`config.mk`:
```
export PLATFORM = sky130hd
export DESIGN_NAME = vscd_queue
export DESIGN_NICKNAME = d
export VERILOG_FILES = /design/src/rtl/vscd_pkg.sv /design/src/rtl/vscd_queue.sv
export SDC_FILE = /design/constraint.sdc
export NUM_CORES = 1
export LEC_CHECK = 0
export BUFFER_PORTS_ARGS = -buffer_cell sky130_fd_sc_hd__buf_2
export CAP_MARGIN = 20
export CORE_MARGIN = 4
export CORE_UTILIZATION = 50
export DETAILED_ROUTE_END_ITERATION = 7
export GPL_TIMING_DRIVEN = 0
export MAX_ROUTING_LAYER = met4
export PLACE_DENSITY = 0.72
export SYNTH_ARGS = -nofsm -noshare
export SYNTH_HDL_FRONTEND = slang
export SYNTH_SLANG_ARGS = --single-unit
```
`constraint.sdc`:
```
create_clock -name clk -period 3.6 [get_ports clk]
set_input_delay 0.36 -clock clk [delete_from_list [all_inputs] [get_ports clk]]
set_output_delay 0.36 -clock clk [all_outputs]
set_load 0.02 [all_outputs]
```
`src/rtl/vscd_pkg.sv`:
```
`default_nettype none

package vscd_pkg;

    localparam int MAX_TILES_DEF = 8192;

    localparam int COLOR_W = 24;
    localparam int CHAN_W  = 8;
    localparam int TDIFF_W = 10;
    localparam int LUMA_W  = 8;
    localparam int LPROD_W = 16;
    localparam int SQ_W    = 16;

    localparam int DSUM_W = 23;
    localparam int LSUM_W = 21;
    localparam int QSUM_W = 30;

    localparam int TC_W       = 14;
    localparam int LVL_W      = 12;
    localparam int CFG_IDX_W  = 2;
    localparam int CFG_DATA_W = 14;

    localparam logic [LPROD_W-1:0] COEF_R     = 16'd54;
    localparam logic [LPROD_W-1:0] COEF_G     = 16'd183;
    localparam logic [LPROD_W-1:0] COEF_B     = 16'd19;
    localparam logic [LPROD_W-1:0] LUMA_ROUND = 16'd128;

    localparam logic [TC_W-1:0]  TILE_COUNT_RST = 14'd4800;
    localparam logic [LVL_W-1:0] CUT_LEVEL_RST  = 12'd800;
    localparam logic [LVL_W-1:0] FADE_LEVEL_RST = 12'd21;

    localparam int QUEUE_DEPTH = 4;
    localparam int QPTR_W      = $clog2(QUEUE_DEPTH);
    localparam int QCNT_W      = $clog2(QUEUE_DEPTH + 1);

    localparam int NS_W   = TC_W + QSUM_W;
    localparam int LN_W   = LVL_W + TC_W;
    localparam int BASE_W = 29;
    localparam int BSQ_W  = 2 * BASE_W;

    typedef enum logic [CFG_IDX_W-1:0] {
        CFG_TILE_COUNT = 2'd0,
        CFG_CUT_LEVEL  = 2'd1,
        CFG_FADE_LEVEL = 2'd2
    } cfg_reg_t;

    typedef struct packed {
        logic [TC_W-1:0]  tile_count;
        logic [LVL_W-1:0] cut_level;
        logic [LVL_W-1:0] fade_level;
    } cfg_t;

    typedef struct packed {
        logic              prime;
        logic [DSUM_W-1:0] diff;
        logic [LSUM_W-1:0] luma;
        logic [QSUM_W-1:0] sq;
    } frame_rec_t;

    typedef struct packed {
        logic              empty;
        logic [QCNT_W-1:0] count;
    } q_stat_t;

    typedef enum logic [2:0] {
        BK_IDLE,
        BK_MUL,
        BK_BASE,
        BK_SQUARE,
        BK_DECIDE
    } back_state_t;

    function automatic logic [CHAN_W-1:0] absdiff(input logic [CHAN_W-1:0] a,
                                                  input logic [CHAN_W-1:0] b);
        return (a > b) ? (a - b) : (b - a);
    endfunction

endpackage

`default_nettype wire

```
`src/rtl/vscd_queue.sv`:
```
`default_nettype none

module vscd_queue (
    input  wire logic             clk,
    input  wire logic             rst_n,
    input  wire logic             push,
    input  wire vscd_pkg::frame_rec_t push_rec,
    input  wire logic             pop,
    output vscd_pkg::frame_rec_t  head,
    output vscd_pkg::q_stat_t     q_stat
);

    localparam logic [vscd_pkg::QPTR_W-1:0] PTR_LAST =
        vscd_pkg::QPTR_W'(vscd_pkg::QUEUE_DEPTH - 1);

    vscd_pkg::frame_rec_t entries [vscd_pkg::QUEUE_DEPTH];

    logic [vscd_pkg::QPTR_W-1:0] wr_ptr_reg;
    logic [vscd_pkg::QPTR_W-1:0] rd_ptr_reg;
    logic [vscd_pkg::QCNT_W-1:0] count_reg;

    assign head         = entries[rd_ptr_reg];
    assign q_stat.count = count_reg;
    assign q_stat.empty = (count_reg == '0);

    always_ff @(posedge clk or negedge rst_n) begin
        if (!rst_n) begin
            wr_ptr_reg <= '0;
            rd_ptr_reg <= '0;
            count_reg  <= '0;
        end else begin
            if (push) begin
                wr_ptr_reg <= (wr_ptr_reg == PTR_LAST) ? '0 : wr_ptr_reg + 1'b1;
            end
            if (pop) begin
                rd_ptr_reg <= (rd_ptr_reg == PTR_LAST) ? '0 : rd_ptr_reg + 1'b1;
            end
            if (push && !pop) begin
                count_reg <= count_reg + 1'b1;
            end else if (pop && !push) begin
                count_reg <= count_reg - 1'b1;
            end
        end
    end

    always_ff @(posedge clk) begin
        if (push) begin
            entries[wr_ptr_reg] <= push_rec;
        end
    end

endmodule

`default_nettype wire

```
======== After elaboration in Yosys (flattened, before gate mapping) ========
Memories as Yosys holds them, arrays and structs flattened.
Cells that the tools add are included.
operators by class
  add/sub/neg operators ................... 4
  equality and inequality tests ........... 2
  mux-type cells .......................... 6
  reductions and logical operators ........ 6
operators with widths
  operator             number
  $mux 3               2
  $add 2x1->2 const B  2
  $eq 2x2->1 const B   2
  $mux 2               2
  $add 3x1->3 const B  1
  $logic_not 3->1      1
  $sub 3x1->3 const B  1
  $logic_and 1x1->1    2
  $logic_not 1->1      2
  $mux 1               2
  $reduce_bool 2->1    1
word-level totals
  register bits after elaboration ......... 7
  RAM bits ................................ 300
  output and inout bits ................... 79
  memories ................................ 1
memory list
  memory   depth  bits a word  read ports  clocked after Yosys merged registers in  wr ports  RTL line          text
  entries  4      75           1           0                                        1         vscd_queue.sv:16  vscd_pkg::frame_rec_t entries [vscd_pkg::QUEUE_DEPTH];

======== Longest topological paths before layout ========
  word-level depth ........................ 4
  depth in mapped cells ................... 7
  depth with buffers taken out ............ 7

======== Worst setup path before layout ========
Ideal clock, no wire load.
  path kind ............................... reg2reg
  start ................................... register wr_ptr_reg[0] in the netlist's numbering
  end ..................................... memory entries[0][0] in the netlist's numbering (enable)
  setup time .............................. 0.441 ns
  arrival time ............................ 2.375 ns
  data required time ...................... 3.159 ns
  path slack .............................. 0.784 ns
  cell stages (with the launch flop) ...... 4
  path buffers ............................ 0
  cells stage by stage .................... dfrtp_1 > inv_1 > ha_1 > and2_1
RTL lines
  what                    RTL line          text
  start, declared         vscd_queue.sv:18  logic [vscd_pkg::QPTR_W-1:0] wr_ptr_reg;
  start signal, assigned  vscd_queue.sv:33  wr_ptr_reg <= (wr_ptr_reg == PTR_LAST) ? '0 : wr_ptr_reg + 1'b1;
  end, declared           vscd_queue.sv:16
Straight into the memory's write port.

==> metrics.log <==
INFO  metric status = finished, final reports clean
INFO  metric utilization = 0.6129
INFO  metric postSynthAreaPerCell = 26.29 µm²
INFO  metric detail_route.wl_per_cell = between 20 and 25 µm
INFO  metric register_bit_total_from_synthesis = roughly 310
INFO  metric adder_and_majority_gate_portion_of_the_synthesized_area = 0.008451
INFO  metric nNetsFinal = 710
INFO  metric initial_utilization = 0.5124
INFO  metric finalWorstSetupSlack = between 0.9 and 1 ns
INFO  metric count_of_final_hold_check_violations = 0
INFO  metric htree_levels = 1
INFO  metric relSlewSlack = 0.5685
INFO  metric timing.hold.ws = about 0.031 ns
INFO  metric synth_top_family_by_area = multiplexers
INFO  metric tritoncts = yes
INFO  metric ys_seq_area_frac = 0.8162
INFO  metric first_iter_violations = ~280
INFO  metric timing.fmax = around 380 MHz
INFO  metric clkSlewWorstSetupHoldPaths = roughly 0.06 ns
INFO  metric timing.critical_path.slowest_cell_delay = roughly 0.5 ns
INFO  metric timing.critical_path.fanout_max = 10
INFO  metric via_per_inst = about 5.4
INFO  metric shortest_period_the_worst_path_allows = 2.629 ns
INFO  metric cts_max_path_bufs = 3
INFO  metric first_global_vias = roughly 5,400
INFO  metric max_cap_violations = 0
INFO  metric synth_area = 11,250 µm²
INFO  metric min_path_cells = 1
INFO  metric cts_sinks = 307
INFO  metric power_density = between 800 and 900 nW/µm²
INFO  metric worst_slew_pin_slew = between 0.6 and 0.7 ns
INFO  metric rows = 54
INFO  metric timing.rr.end = entries[1][35]$_DFFE_PP_
INFO  metric worst_r2r_startpoint = wr_ptr_reg[1]$_DFFE_PN0P_
INFO  metric groute.usage.overall = 0.1680
INFO  metric fin_worst_skew = 0.01249 ns
INFO  metric timing.reg2reg.setup_slack = between 1.5 and 2 ns
INFO  metric final_min_period_over_clock_period = 0.7304
INFO  metric final_max_slew_viol_count = 0
INFO  metric placeable_core_region = roughly 22,000 µm²
INFO  metric timing.critical_path.from_type = flip-flop
INFO  metric largest_register_ff_count = 300
INFO  metric crit_buf_inv = 3
INFO  metric clock-root-buffer = clkbuf_16
INFO  metric endpoint_kind = output pin
INFO  metric muxShareOfSynthArea = 0.1521
INFO  metric grt_max_degree = 46
INFO  metric port_buffers = between 150 and 200
INFO  metric min_path_type = input port to flip-flop
INFO  metric postSynth.asyncResetShare = 0.02280
INFO  metric data_required_time_at_the_worst_endpoint = around 3.2 ns
INFO  metric p_leak = about 4.6 nW
INFO  metric hpwlAfterDp = approximately 12,000 µm
INFO  metric tns = 0 ns
INFO  metric crit_path_cell_trace = buf_2, buf_2, mux4_2, buf_2
INFO  metric num_io_pins = around 160
INFO  metric syn_inst = between 400 and 500
INFO  metric post_cts_buffers = 0
INFO  metric routed_wirelength = slightly above 20,000 µm
INFO  metric synth_warnings = 0
INFO  metric synth_top_area_frac = 0.8006
INFO  metric synthTopCellsByCount = 300 x edfxtp_1, 75 x mux4_2, 7 x dfrtp_1, 6 x ha_1, 5 x buf_2
INFO  metric critical_path_class = flip-flop to output pin
INFO  metric synth_xor_xnor_area_share = 0.002335
INFO  metric drc_errors = 0
INFO  metric cpLargestDelayFamily = buffers and inverters
INFO  metric dpl_cell_area = 12,510 µm²
INFO  metric synth-edff-count = 300
INFO  metric die_width = 158.0 µm
INFO  metric final_layout_size_suffix_gt1_frac = 0.4583
INFO  metric yosysMostFrequentCell = edfxtp_1
INFO  metric drt_pre_antenna_iters = 4
INFO  metric cts_buffers = 30
INFO  metric synth_simple_gate_area_share = 0.004448
INFO  metric die-area = approximately 25,000 µm²
INFO  metric die_height = between 150 and 200 µm
INFO  metric place_worst_setup_slack = between 1 and 1.5 ns
INFO  metric reg2regPathDepth = 4
INFO  metric grt.overflow.total = 0
INFO  metric place_congestion = around 0.69
INFO  metric ys_top_cells_by_area = edfxtp_1 80%, mux4_2 15%, dfrtp_1 1.6%, ha_1 0.67%, buf_12 0.53%
INFO  metric synth.largest_area_cell = edfxtp_1
INFO  metric fillCellCount = roughly 1,500
INFO  metric final_cell_area = 13,460 µm²
INFO  metric initial_antenna_violation_count = 2
INFO  metric grt_pass1_wl = 30,950 µm
INFO  metric ys_dominant_reg_cell = edfxtp_1
INFO  metric grt_setup_unrepaired = no
INFO  metric cp_data_arrival_time = around 2.3 ns
INFO  metric worst_path_most_repeated_cell = buf_2
INFO  metric min_delay_worst_endpoint = entries[3][70]$_DFFE_PP_
INFO  metric timing.hold.worst.start = push_rec[70]
INFO  metric synth_compound_gate_area_share = 0.001557
INFO  metric syn_to_final_growth = 19.60%
INFO  metric clock_insertion_delay_worst_skew = 0.54 ns
INFO  metric setup_viol = 0
INFO  metric vias = slightly above 5,000
INFO  metric post_synth_cell_types = 21
INFO  metric irDropWorstVdd = ~570 µV
INFO  metric detail-route-antenna-nets = 0
INFO  metric synth_fp_nets = between 500 and 600
INFO  metric critical_path_top_delay_cell = dfrtp_1
[stage by stage]
stage          std cells  total power, mW
3_5_place_dp         869            8.272
4_1_cts              928            11.18
2_1_floorplan        428            7.142
5_1_grt              930            11.53
6_report             931            10.99
3_3_place_gp         865            8.196
[how the worst max path moves through the flow]
stage	from	to	slack, ns	cells past startpoint
after floorplan	wr_ptr_reg[0]$_DFFE_PN0P_	entries[0][0]$_DFFE_PP_	0.78	3
after global placement	wr_ptr_reg[0]$_DFFE_PN0P_	entries[2][19]$_DFFE_PP_	-0.50	3
after detailed placement	rd_ptr_reg[1]$_DFFE_PN0P_	head[40]	1.45	4
after CTS	rd_ptr_reg[1]$_DFFE_PN0P_	head[40]	0.86	4
after global routing	rd_ptr_reg[1]$_DFFE_PN0P_	head[40]	0.83	4
final	rd_ptr_reg[1]$_DFFE_PN0P_	head[40]	0.97	4
[logic make-up (layout without fill, tap and decap cells)]
kind of cell / count (synthesis) / after routing
flip-flops: 307 / 307
multiplexers: 77 / 77
buffers and inverters: 21 / 241
AND/OR/NAND/NOR: 10 / 10
adder cells (fa/ha/maj): 7 / 7
AO/OA/AOI/OAI: 3 / 3
XOR/XNOR: 3 / 3
other: 0 / 3
[cell usage in the layout (no fill, tap or decap), drive strengths merged, types with 2 or more instances in the layout]
| cell | synthesis | layout |
|---|---|---|
| mux4 | 75 | 75 |
| nor3 | 2 | 2 |
| diode | 0 | 3 |
| nor2 | 2 | 2 |
| dfrtp | 7 | 7 |
| ha | 6 | 6 |
| inv | 4 | 4 |
| and2 | 4 | 4 |
| o21ai | 2 | 2 |
| edfxtp | 300 | 300 |
| nand2 | 2 | 2 |
| clkbuf | 0 | 39 |
| buf | 17 | 178 |
| dlygate4sd3 | 0 | 3 |
| clkinv | 0 | 14 |
| xor2 | 2 | 2 |
| mux2 | 2 | 2 |
| clkinvlp | 0 | 2 |
[layout make-up]
cell class                 instances  area [µm²]  area share
sequential                       307        9184      0.6824
multi-input combinational        100        1911      0.1420
timing repair buffer             164       925.9     0.06880
clock buffer                      39       805.8     0.05987
tap                              280       350.3     0.02603
buffer                            17       152.6     0.01134
clock inverter                    17       106.4    0.007903
inverter                           4       15.01    0.001116
antenna                            3       7.507   0.0005578
[power by group]
part           switching, mW  leakage (nW)  internal [mW]
registers              0.150          2.84           4.58
clock network           1.24         0.444           1.64
logic                   1.96          1.36           1.41
total                   3.35          4.64           7.63
[metal layers]
metal	vias up	global-route usage	share of wire
met1	2634	0.2248	0.42
met4	0	0.03777	0.015
met2	156	0.2704	0.50
met5	-	-	0
li1	2245	-	-
met3	28	0.03745	0.063
[repair_timing]
item                                   4_1_cts  5_1_grt
endpoints found under the hold margin       13        0
resized for setup                            0        0
hold buffers                                 3        0
(Power assumes the default switching activity.)
