<file path="config.mk">
export PLATFORM = sky130hd
export DESIGN_NAME = vscd_back_flat
export DESIGN_NICKNAME = d
export VERILOG_FILES = /design/src/rtl/vscd_pkg.sv /design/src/rtl/vscd_result_if.sv /design/src/rtl/vscd_back.sv /design/src/flat_wrapper.sv
export SDC_FILE = /design/constraint.sdc
export NUM_CORES = 2
export LEC_CHECK = 0
export BUFFER_PORTS_ARGS = -buffer_cell sky130_fd_sc_hd__buf_2
export CORE_MARGIN = 4
export CORE_UTILIZATION = 33
export DETAILED_ROUTE_END_ITERATION = 10
export PLACE_DENSITY = 0.52
export SETUP_SLACK_MARGIN = 0.02
export SYNTH_ARGS = -nofsm -noshare
export SYNTH_HDL_FRONTEND = slang
export SYNTH_SLANG_ARGS = --single-unit
</file>
<file path="constraint.sdc">
create_clock -name clk -period 23.2 [get_ports clk]
set_input_delay 6.96 -clock clk [delete_from_list [all_inputs] [get_ports clk]]
set_output_delay 6.96 -clock clk [all_outputs]
set_load 0.01 [all_outputs]
</file>
<file path="src/rtl/vscd_pkg.sv">
`default_nettype none

package vscd_pkg;

    localparam int MAX_TILES_DEF = 8192;

    localparam int COLOR_W = 24;
    localparam int CHAN_W  = 8;
    localparam int TDIFF_W = 10;
    localparam int LUMA_W  = 8;
    localparam int LPROD_W = 16;
    localparam int SQ_W    = 16;

    localparam int DSUM_W = 23;
    localparam int LSUM_W = 21;
    localparam int QSUM_W = 30;

    localparam int TC_W       = 14;
    localparam int LVL_W      = 12;
    localparam int CFG_IDX_W  = 2;
    localparam int CFG_DATA_W = 14;

    localparam logic [LPROD_W-1:0] COEF_R     = 16'd54;
    localparam logic [LPROD_W-1:0] COEF_G     = 16'd183;
    localparam logic [LPROD_W-1:0] COEF_B     = 16'd19;
    localparam logic [LPROD_W-1:0] LUMA_ROUND = 16'd128;

    localparam logic [TC_W-1:0]  TILE_COUNT_RST = 14'd4800;
    localparam logic [LVL_W-1:0] CUT_LEVEL_RST  = 12'd800;
    localparam logic [LVL_W-1:0] FADE_LEVEL_RST = 12'd21;

    localparam int QUEUE_DEPTH = 4;
    localparam int QPTR_W      = $clog2(QUEUE_DEPTH);
    localparam int QCNT_W      = $clog2(QUEUE_DEPTH + 1);

    localparam int NS_W   = TC_W + QSUM_W;
    localparam int LN_W   = LVL_W + TC_W;
    localparam int BASE_W = 29;
    localparam int BSQ_W  = 2 * BASE_W;

    typedef enum logic [CFG_IDX_W-1:0] {
        CFG_TILE_COUNT = 2'd0,
        CFG_CUT_LEVEL  = 2'd1,
        CFG_FADE_LEVEL = 2'd2
    } cfg_reg_t;

    typedef struct packed {
        logic [TC_W-1:0]  tile_count;
        logic [LVL_W-1:0] cut_level;
        logic [LVL_W-1:0] fade_level;
    } cfg_t;

    typedef struct packed {
        logic              prime;
        logic [DSUM_W-1:0] diff;
        logic [LSUM_W-1:0] luma;
        logic [QSUM_W-1:0] sq;
    } frame_rec_t;

    typedef struct packed {
        logic              empty;
        logic [QCNT_W-1:0] count;
    } q_stat_t;

    typedef enum logic [2:0] {
        BK_IDLE,
        BK_MUL,
        BK_BASE,
        BK_SQUARE,
        BK_DECIDE
    } back_state_t;

    function automatic logic [CHAN_W-1:0] absdiff(input logic [CHAN_W-1:0] a,
                                                  input logic [CHAN_W-1:0] b);
        return (a > b) ? (a - b) : (b - a);
    endfunction

endpackage

`default_nettype wire

</file>
<file path="src/rtl/vscd_result_if.sv">
`default_nettype none

interface vscd_result_if;
    logic                        valid;
    logic                        ready;
    logic                        scene_change;
    logic                        fade_seen;
    logic                        primed_only;
    logic [vscd_pkg::DSUM_W-1:0] frame_difference;
    logic [vscd_pkg::LSUM_W-1:0] luma_total;

    modport source (output valid, output scene_change, output fade_seen, output primed_only,
                    output frame_difference, output luma_total, input ready);
    modport sink (input valid, input scene_change, input fade_seen, input primed_only,
                  input frame_difference, input luma_total, output ready);
endinterface

`default_nettype wire

</file>
<file path="src/rtl/vscd_back.sv">
`default_nettype none

module vscd_back (
    input  wire logic             clk,
    input  wire logic             rst_n,
    input  wire vscd_pkg::cfg_t   cfg,
    input  wire vscd_pkg::frame_rec_t head,
    input  wire vscd_pkg::q_stat_t q_stat,
    output logic                  pop,
    vscd_result_if.source         result
);

    vscd_pkg::back_state_t state_reg, state_next;

    vscd_pkg::frame_rec_t            rec_reg;
    logic [vscd_pkg::NS_W-1:0]       p_ns_reg;
    logic [vscd_pkg::LN_W-1:0]       p_fn_reg;
    logic [vscd_pkg::LN_W-1:0]       p_cn_reg;
    logic [vscd_pkg::BASE_W-1:0]     base_reg;
    logic [vscd_pkg::BSQ_W-1:0]      sq_reg;
    logic                            cut_reg;

    logic in_fade_reg, in_fade_next;
    logic first_cmp_reg, first_cmp_next;

    logic                        out_valid_reg;
    logic                        out_change_reg;
    logic                        out_fade_reg;
    logic                        out_prime_reg;
    logic [vscd_pkg::DSUM_W-1:0] out_diff_reg;
    logic [vscd_pkg::LSUM_W-1:0] out_luma_reg;

    logic out_free;
    logic out_load;
    logic fade;
    logic change;

    assign out_free = !out_valid_reg || result.ready;

    always_ff @(posedge clk or negedge rst_n) begin
        if (!rst_n) begin
            state_reg <= vscd_pkg::BK_IDLE;
        end else begin
            state_reg <= state_next;
        end
    end

    always_comb begin
        state_next = state_reg;
        pop        = 1'b0;
        out_load   = 1'b0;
        unique case (state_reg)
            vscd_pkg::BK_IDLE: begin
                if (!q_stat.empty) begin
                    pop        = 1'b1;
                    state_next = head.prime ? vscd_pkg::BK_DECIDE : vscd_pkg::BK_MUL;
                end
            end
            vscd_pkg::BK_MUL:    state_next = vscd_pkg::BK_BASE;
            vscd_pkg::BK_BASE:   state_next = vscd_pkg::BK_SQUARE;
            vscd_pkg::BK_SQUARE: state_next = vscd_pkg::BK_DECIDE;
            vscd_pkg::BK_DECIDE: begin
                if (out_free) begin
                    out_load   = 1'b1;
                    state_next = vscd_pkg::BK_IDLE;
                end
            end
            default: state_next = vscd_pkg::BK_IDLE;
        endcase
    end

    // 256*N*S2 < (16*S1 + 3*F*N)^2
    always_ff @(posedge clk) begin
        if (pop) begin
            rec_reg <= head;
        end
        if (state_reg == vscd_pkg::BK_MUL) begin
            p_ns_reg <= vscd_pkg::NS_W'(cfg.tile_count) * vscd_pkg::NS_W'(rec_reg.sq);
            p_fn_reg <= vscd_pkg::LN_W'(cfg.fade_level) * vscd_pkg::LN_W'(cfg.tile_count);
            p_cn_reg <= vscd_pkg::LN_W'(cfg.cut_level) * vscd_pkg::LN_W'(cfg.tile_count);
        end
        if (state_reg == vscd_pkg::BK_BASE) begin
            base_reg <= vscd_pkg::BASE_W'({rec_reg.luma, 4'b0000})
                      + vscd_pkg::BASE_W'({p_fn_reg, 1'b0})
                      + vscd_pkg::BASE_W'(p_fn_reg);
            cut_reg  <= vscd_pkg::LN_W'(rec_reg.diff) > (p_cn_reg >> 4);
        end
        if (state_reg == vscd_pkg::BK_SQUARE) begin
            sq_reg <= vscd_pkg::BSQ_W'(base_reg) * vscd_pkg::BSQ_W'(base_reg);
        end
    end

    always_comb begin
        fade           = vscd_pkg::BSQ_W'({p_ns_reg, 8'h00}) < sq_reg;
        change         = cut_reg;
        in_fade_next   = in_fade_reg;
        first_cmp_next = first_cmp_reg;
        if (first_cmp_reg) begin
            in_fade_next   = fade;
            first_cmp_next = 1'b0;
        end else if (!in_fade_reg && fade) begin
            in_fade_next = 1'b1;
            change       = 1'b1;
        end else if (in_fade_reg && !fade) begin
            in_fade_next = 1'b0;
        end
    end

    always_ff @(posedge clk or negedge rst_n) begin
        if (!rst_n) begin
            in_fade_reg   <= 1'b0;
            first_cmp_reg <= 1'b1;
            out_valid_reg <= 1'b0;
        end else begin
            if (out_load) begin
                out_valid_reg <= 1'b1;
                if (!rec_reg.prime) begin
                    in_fade_reg   <= in_fade_next;
                    first_cmp_reg <= first_cmp_next;
                end
            end else if (result.ready) begin
                out_valid_reg <= 1'b0;
            end
        end
    end

    always_ff @(posedge clk) begin
        if (out_load) begin
            if (rec_reg.prime) begin
                out_change_reg <= 1'b0;
                out_fade_reg   <= 1'b0;
                out_prime_reg  <= 1'b1;
                out_diff_reg   <= '0;
                out_luma_reg   <= '0;
            end else begin
                out_change_reg <= change;
                out_fade_reg   <= fade;
                out_prime_reg  <= 1'b0;
                out_diff_reg   <= rec_reg.diff;
                out_luma_reg   <= rec_reg.luma;
            end
        end
    end

    assign result.valid            = out_valid_reg;
    assign result.scene_change     = out_change_reg;
    assign result.fade_seen        = out_fade_reg;
    assign result.primed_only      = out_prime_reg;
    assign result.frame_difference = out_diff_reg;
    assign result.luma_total       = out_luma_reg;

endmodule

`default_nettype wire

</file>
<file path="src/flat_wrapper.sv">
// flat-port wrapper written by rule: the top's interface ports become plain ports
module vscd_back_flat 
  (clk, rst_n, cfg, head, q_stat, pop, result_valid, result_scene_change, result_fade_seen, result_primed_only, result_frame_difference, result_luma_total, result_ready);
  vscd_result_if result_i ();
  input  wire logic clk;
  input  wire logic rst_n;
  input  wire vscd_pkg::cfg_t cfg;
  input  wire vscd_pkg::frame_rec_t head;
  input  wire vscd_pkg::q_stat_t q_stat;
  output logic pop;
  output wire logic [$bits(result_i.valid)-1:0] result_valid;
  output wire logic [$bits(result_i.scene_change)-1:0] result_scene_change;
  output wire logic [$bits(result_i.fade_seen)-1:0] result_fade_seen;
  output wire logic [$bits(result_i.primed_only)-1:0] result_primed_only;
  output wire logic [$bits(result_i.frame_difference)-1:0] result_frame_difference;
  output wire logic [$bits(result_i.luma_total)-1:0] result_luma_total;
  input wire logic [$bits(result_i.ready)-1:0] result_ready;
  assign result_valid = result_i.valid;
  assign result_scene_change = result_i.scene_change;
  assign result_fade_seen = result_i.fade_seen;
  assign result_primed_only = result_i.primed_only;
  assign result_frame_difference = result_i.frame_difference;
  assign result_luma_total = result_i.luma_total;
  assign result_i.ready = result_ready;
  vscd_back u_core (.clk(clk), .rst_n(rst_n), .cfg(cfg), .head(head), .q_stat(q_stat), .pop(pop), .result(result_i));
endmodule
</file>
==> Word level (Yosys, flattened, before mapping) <==
Index checks and enable logic that the tools add are counted.
{ "op_classes": {"order_cmp": 2, "eq_ne": 6, "n_addsub": 2, "mul": 4, "div": 0, "reduce_logical": 12, "shifts": 0, "n_bitwise": 1, "muxes": 16} }
{ "op_table": {"columns": ["cell", "n"], "rows": [
  ["$lt A52 B58 Y1", 1],
  ["$mul A29 B29 Y58", 1],
  ["$mul A12 B14 Y26", 2],
  ["$mul A14 B30 Y44", 1],
  ["$add A29 B26 Y29", 1],
  ["$add A25 B27 Y28", 1],
  ["$gt A23 B22 Y1", 1],
  ["$pmux W3 S5", 1],
  ["$mux W1", 12],
  ["$mux W3", 3],
  ["$eq A3 B2 Y1 const B", 2],
  ["$reduce_and A2 Y1", 2],
  ["$eq A3 B1 Y1 const B", 1],
  ["$eq A3 B3 Y1 const B", 1],
  ["$logic_not A1 Y1", 3],
  ["$logic_not A3 Y1", 1],
  ["$reduce_and A3 Y1", 1],
  ["$reduce_bool A3 Y1", 1],
  ["$logic_and A1 B1 Y1", 2],
  ["$ne A2 B1 Y1 const B", 1],
  ["$ne A2 B2 Y1 const B", 1],
  ["$reduce_bool A2 Y1", 1],
  ["$logic_or A1 B1 Y1", 1],
  ["$not A1 Y1", 1]
]} }
{ "totals": {"output_inout_bits": 49, "register_bits": 312, "elab_cells": 62, "ram_bits": 0, "n_memories": 0, "latchBits": 0, "rom_bits": 0} }

==> Depth between registers and ports, before layout <==
{ "depth": {"depth_word": 6, "depth_mapped": 31} }

==> Worst setup path before layout <==
Ideal clock, no wire load.
{ "synth_timing": {"path_kind": "input port to output port", "start": "in q_stat[3] (netlist name)", "end": "out pop", "path_stages": 1, "n_path_buf": 0, "slack_ps": 1927, "arrival_ps": 14313, "cell_sequence": "nor4_1"} }
{ "synth_between": {"elab_chain_cells": 2} }
{ "synth_lines": {"columns": ["item", "line", "rtl"], "rows": [
  ["from (decl)", "flat_wrapper.sv:9", "input wire vscd_pkg::q_stat_t q_stat;"],
  ["$mux W1", "vscd_back.sv:54", "if (!q_stat.empty) begin"],
  ["$mux W1", "vscd_back.sv:52", "unique case (state_reg)"],
  ["to (decl)", "flat_wrapper.sv:10", "output logic pop;"]
]} }
Every way passes these cells.

==> Worst setup path in the final report <==
Same ends and word-level chain as after synthesis.

==> impl_metrics.env <==
export IMPL_crit_path_end_kind="output pin"
export IMPL_wl_per_cell_um=17.3
export IMPL_insertion_delay_ns=0.57
export IMPL_die_w_um=437
export IMPL_synthFlopType="edfxtp_1"
export IMPL_setup_viol=0
export IMPL_post_cts_buffers=0
export IMPL_rsz0062_at_grt="false"
export IMPL_synth_top_cell_by_area="fa_1"
export IMPL_critical_path_max_fanout=3
export IMPL_synth_warnings=0
export IMPL_numCtsBuffers=40
export IMPL_clock_skew_ns=0.0256
export IMPL_cap_violations=0
export IMPL_post_cts_resized=0
export IMPL_fin_crit_sh_pct=65.0
export IMPL_fin_tns_setup_ns=0
export IMPL_synth_async_sr_flop_share_pct=1.95
export IMPL_path_common_cell="buf_2"
export IMPL_antenna_found_initial=11
export IMPL_place_congestion=0.832
export IMPL_crit_chain="buf_2 -> nor4_2 -> buf_2"
export IMPL_yosysUniqueCellTypes=84
export IMPL_track_usage_pct=16.3
export IMPL_drc=0
export IMPL_vias_per_cell=4.69
export IMPL_largest_reg_flops=75
export IMPL_cts_tree="done"
export IMPL_grt_pass1_vias=45300
export IMPL_synth_top_area_share_pct=40.3
export IMPL_critPathSlowestCell="nor4_2"
export IMPL_grt_ovfl_total=0
export IMPL_layout_min_cycle_time_ns=15.08
export IMPL_syn_num_nets=8157
export IMPL_grt_pass1_wl_um=251000
export IMPL_routed_wl_um=151000
export IMPL_cp_top_family="simple AND/OR/NAND/NOR gates"
export IMPL_io_buffers=165
export IMPL_cp_data_arrival_time_ns=8.12
export IMPL_worst_pin_slew_ns=1.19
export IMPL_ys_top_cells_by_count="1443 x inv_1, 1225 x fa_1, 780 x nand2_1"
export IMPL_crit_type="input port to output pin"
export IMPL_rows=157
export IMPL_outcome="complete, no violations"
export IMPL_synth_most_common_cell="inv_1"
export IMPL_crit_required_ns=16.24
export IMPL_drt_iter0_drc=1956
export IMPL_die_area_mm2=0.191
export IMPL_hold_slack_ns=0.478
export IMPL_final_net_count=8175
export IMPL_timing_fmax_mhz=66.3
export IMPL_path_buf_inv=2
export IMPL_synth_area_mm2=0.0609
export IMPL_syn_area_per_cell_um2=9.80
export IMPL_drive_gt1_share_pct=5.00
export IMPL_postSynthCellCount=6208
export IMPL_worst_path_stages=3
export IMPL_io_pins=169
export IMPL_htreeDepth=2
export IMPL_start_util_pct=33.2
export IMPL_synth_area_leaders="fa_1 40%, edfxtp_1 15%, ha_1 12%, inv_1 8.9%, nand2_1 4.8%"
export IMPL_root_buffer="clkbuf_16"
export IMPL_max_slew_margin_pct=20.8
export IMPL_ant_nets=0
export IMPL_holdPathStages=0
export IMPL_start_kind="input port"
export IMPL_grt_max_degree=67
export IMPL_r2r_cells=25
export IMPL_maxSlewViolCount=0
export IMPL_synthToLayoutAreaGrowth_pct=7.71
export IMPL_num_vias=40900
export IMPL_cts_buffer_depth=3
export IMPL_ys_ff_latch=307
export IMPL_die_height_um=437
export IMPL_hold_viol_final=0
export IMPL_cts_sinks=307
export IMPL_yosysSeqAreaShare_pct=15.1
export IMPL_min_path_type="flip-flop to flip-flop"
export IMPL_cts_hold_buffers=0
export IMPL_firstDrtPassIters=5
export IMPL_place_hpwl_um=118000
export IMPL_core_mm2=0.183
export IMPL_critical_path_max_stage_delay_ns=0.75
export IMPL_path_clk_slew_ns=0.05
export IMPL_synth_edff_count=301
[layer usage]
metal  up-vias  wire length [µm]  global-route usage [%]
li1      18900                 -                       -
met1     21100             71000                    23.5
met2       700             71800                    27.2
met3       123              5820                    1.67
met4         0              2150                    2.44
met5         -                 0                       0
[worst register-to-register path: cells and delay by family, from the launching register on]
family / cells / cell delay [ns]
xor gates and xnor gates: 1 / 0.34
DFF: 1 / 0.32
buffers and inverters: 4 / 0.96
adders and majority gates: 9 / 4.36
and+or+nand+nor: 5 / 1.20
AOI/OAI and AO/OA: 6 / 1.22
[cell families after synthesis]
family	after synthesis	share of synthesized area (%)
AO/OA/AOI/OAI	553	6.04
XOR/XNOR	188	2.71
adder cells (fa/ha/maj)	1829	52.7
buffers and inverters	1684	10.4
flip-flops	307	15.1
multiplexers	3	0.0514
AND/OR/NAND/NOR	1644	13.0
[final timing paths]
kind | startpoint | endpoint | slack [ns]
worst max-delay path | q_stat[3] | pop | 8.12
worst max register to register | u_core.base_reg[4]$_DFFE_PP_ | u_core.sq_reg[46]$_DFFE_PP_ | 14.58
worst min register to register | u_core.p_fn_reg[0]$_DFFE_PP_ | u_core.base_reg[0]$_DFFE_PP_ | 0.48
worst min-delay path | u_core.p_fn_reg[0]$_DFFE_PP_ | u_core.base_reg[0]$_DFFE_PP_ | 0.48
max in group asynchronous | rst_n | u_core.first_cmp_reg$_DFFE_PN1P_ | 16.77
min in group asynchronous | rst_n | u_core.result.valid$_DFFE_PN0P_ | 6.21
[stage by stage]
step,util [%],instances,setup WS [ns],area [µm²]
6_report,35.8,8722,8.12,65500
5_1_grt,35.8,8719,8.11,65500
4_1_cts,35.8,8719,8.15,65500
3_5_place_dp,35.1,8648,8.16,64300
3_3_place_gp,35.1,8648,8.16,64300
2_1_floorplan,-,6208,1.93,60900
[cells in the final DEF, fill, tap and decap left out, drive strengths merged, types with 7 or more instances in the layout]
master,n
nand4,22
o21a,36
a31oi,21
fa,1225
or2,10
a31o,8
buf,217
nor2,154
a21o,106
clkinv,16
o21ai,85
xor2,54
inv,1446
edfxtp,301
a211o,7
nand2,780
nor2b,76
and2,464
a2111oi,7
a21oi,168
and3,18
clkbuf,47
xnor2,134
o21bai,21
ha,604
o31ai,12
or3,9
a211oi,25
nand2b,16
nor3,32
nand3,34
[layout make-up]
cell class | instances | area (µm²)
diodes | 3 | 7.51
clock inverters | 24 | 251
flip-flops and latches | 307 | 9190
repair buffers | 217 | 1220
inverters | 1443 | 5420
fillers | 18500 | 118000
clock buffers | 47 | 1030
multi-input cells | 4217 | 45400
well taps | 2464 | 3080
Power is not shown: default switching activity piles up to over one toggle a cycle in this logic, so the estimate is an artifact.
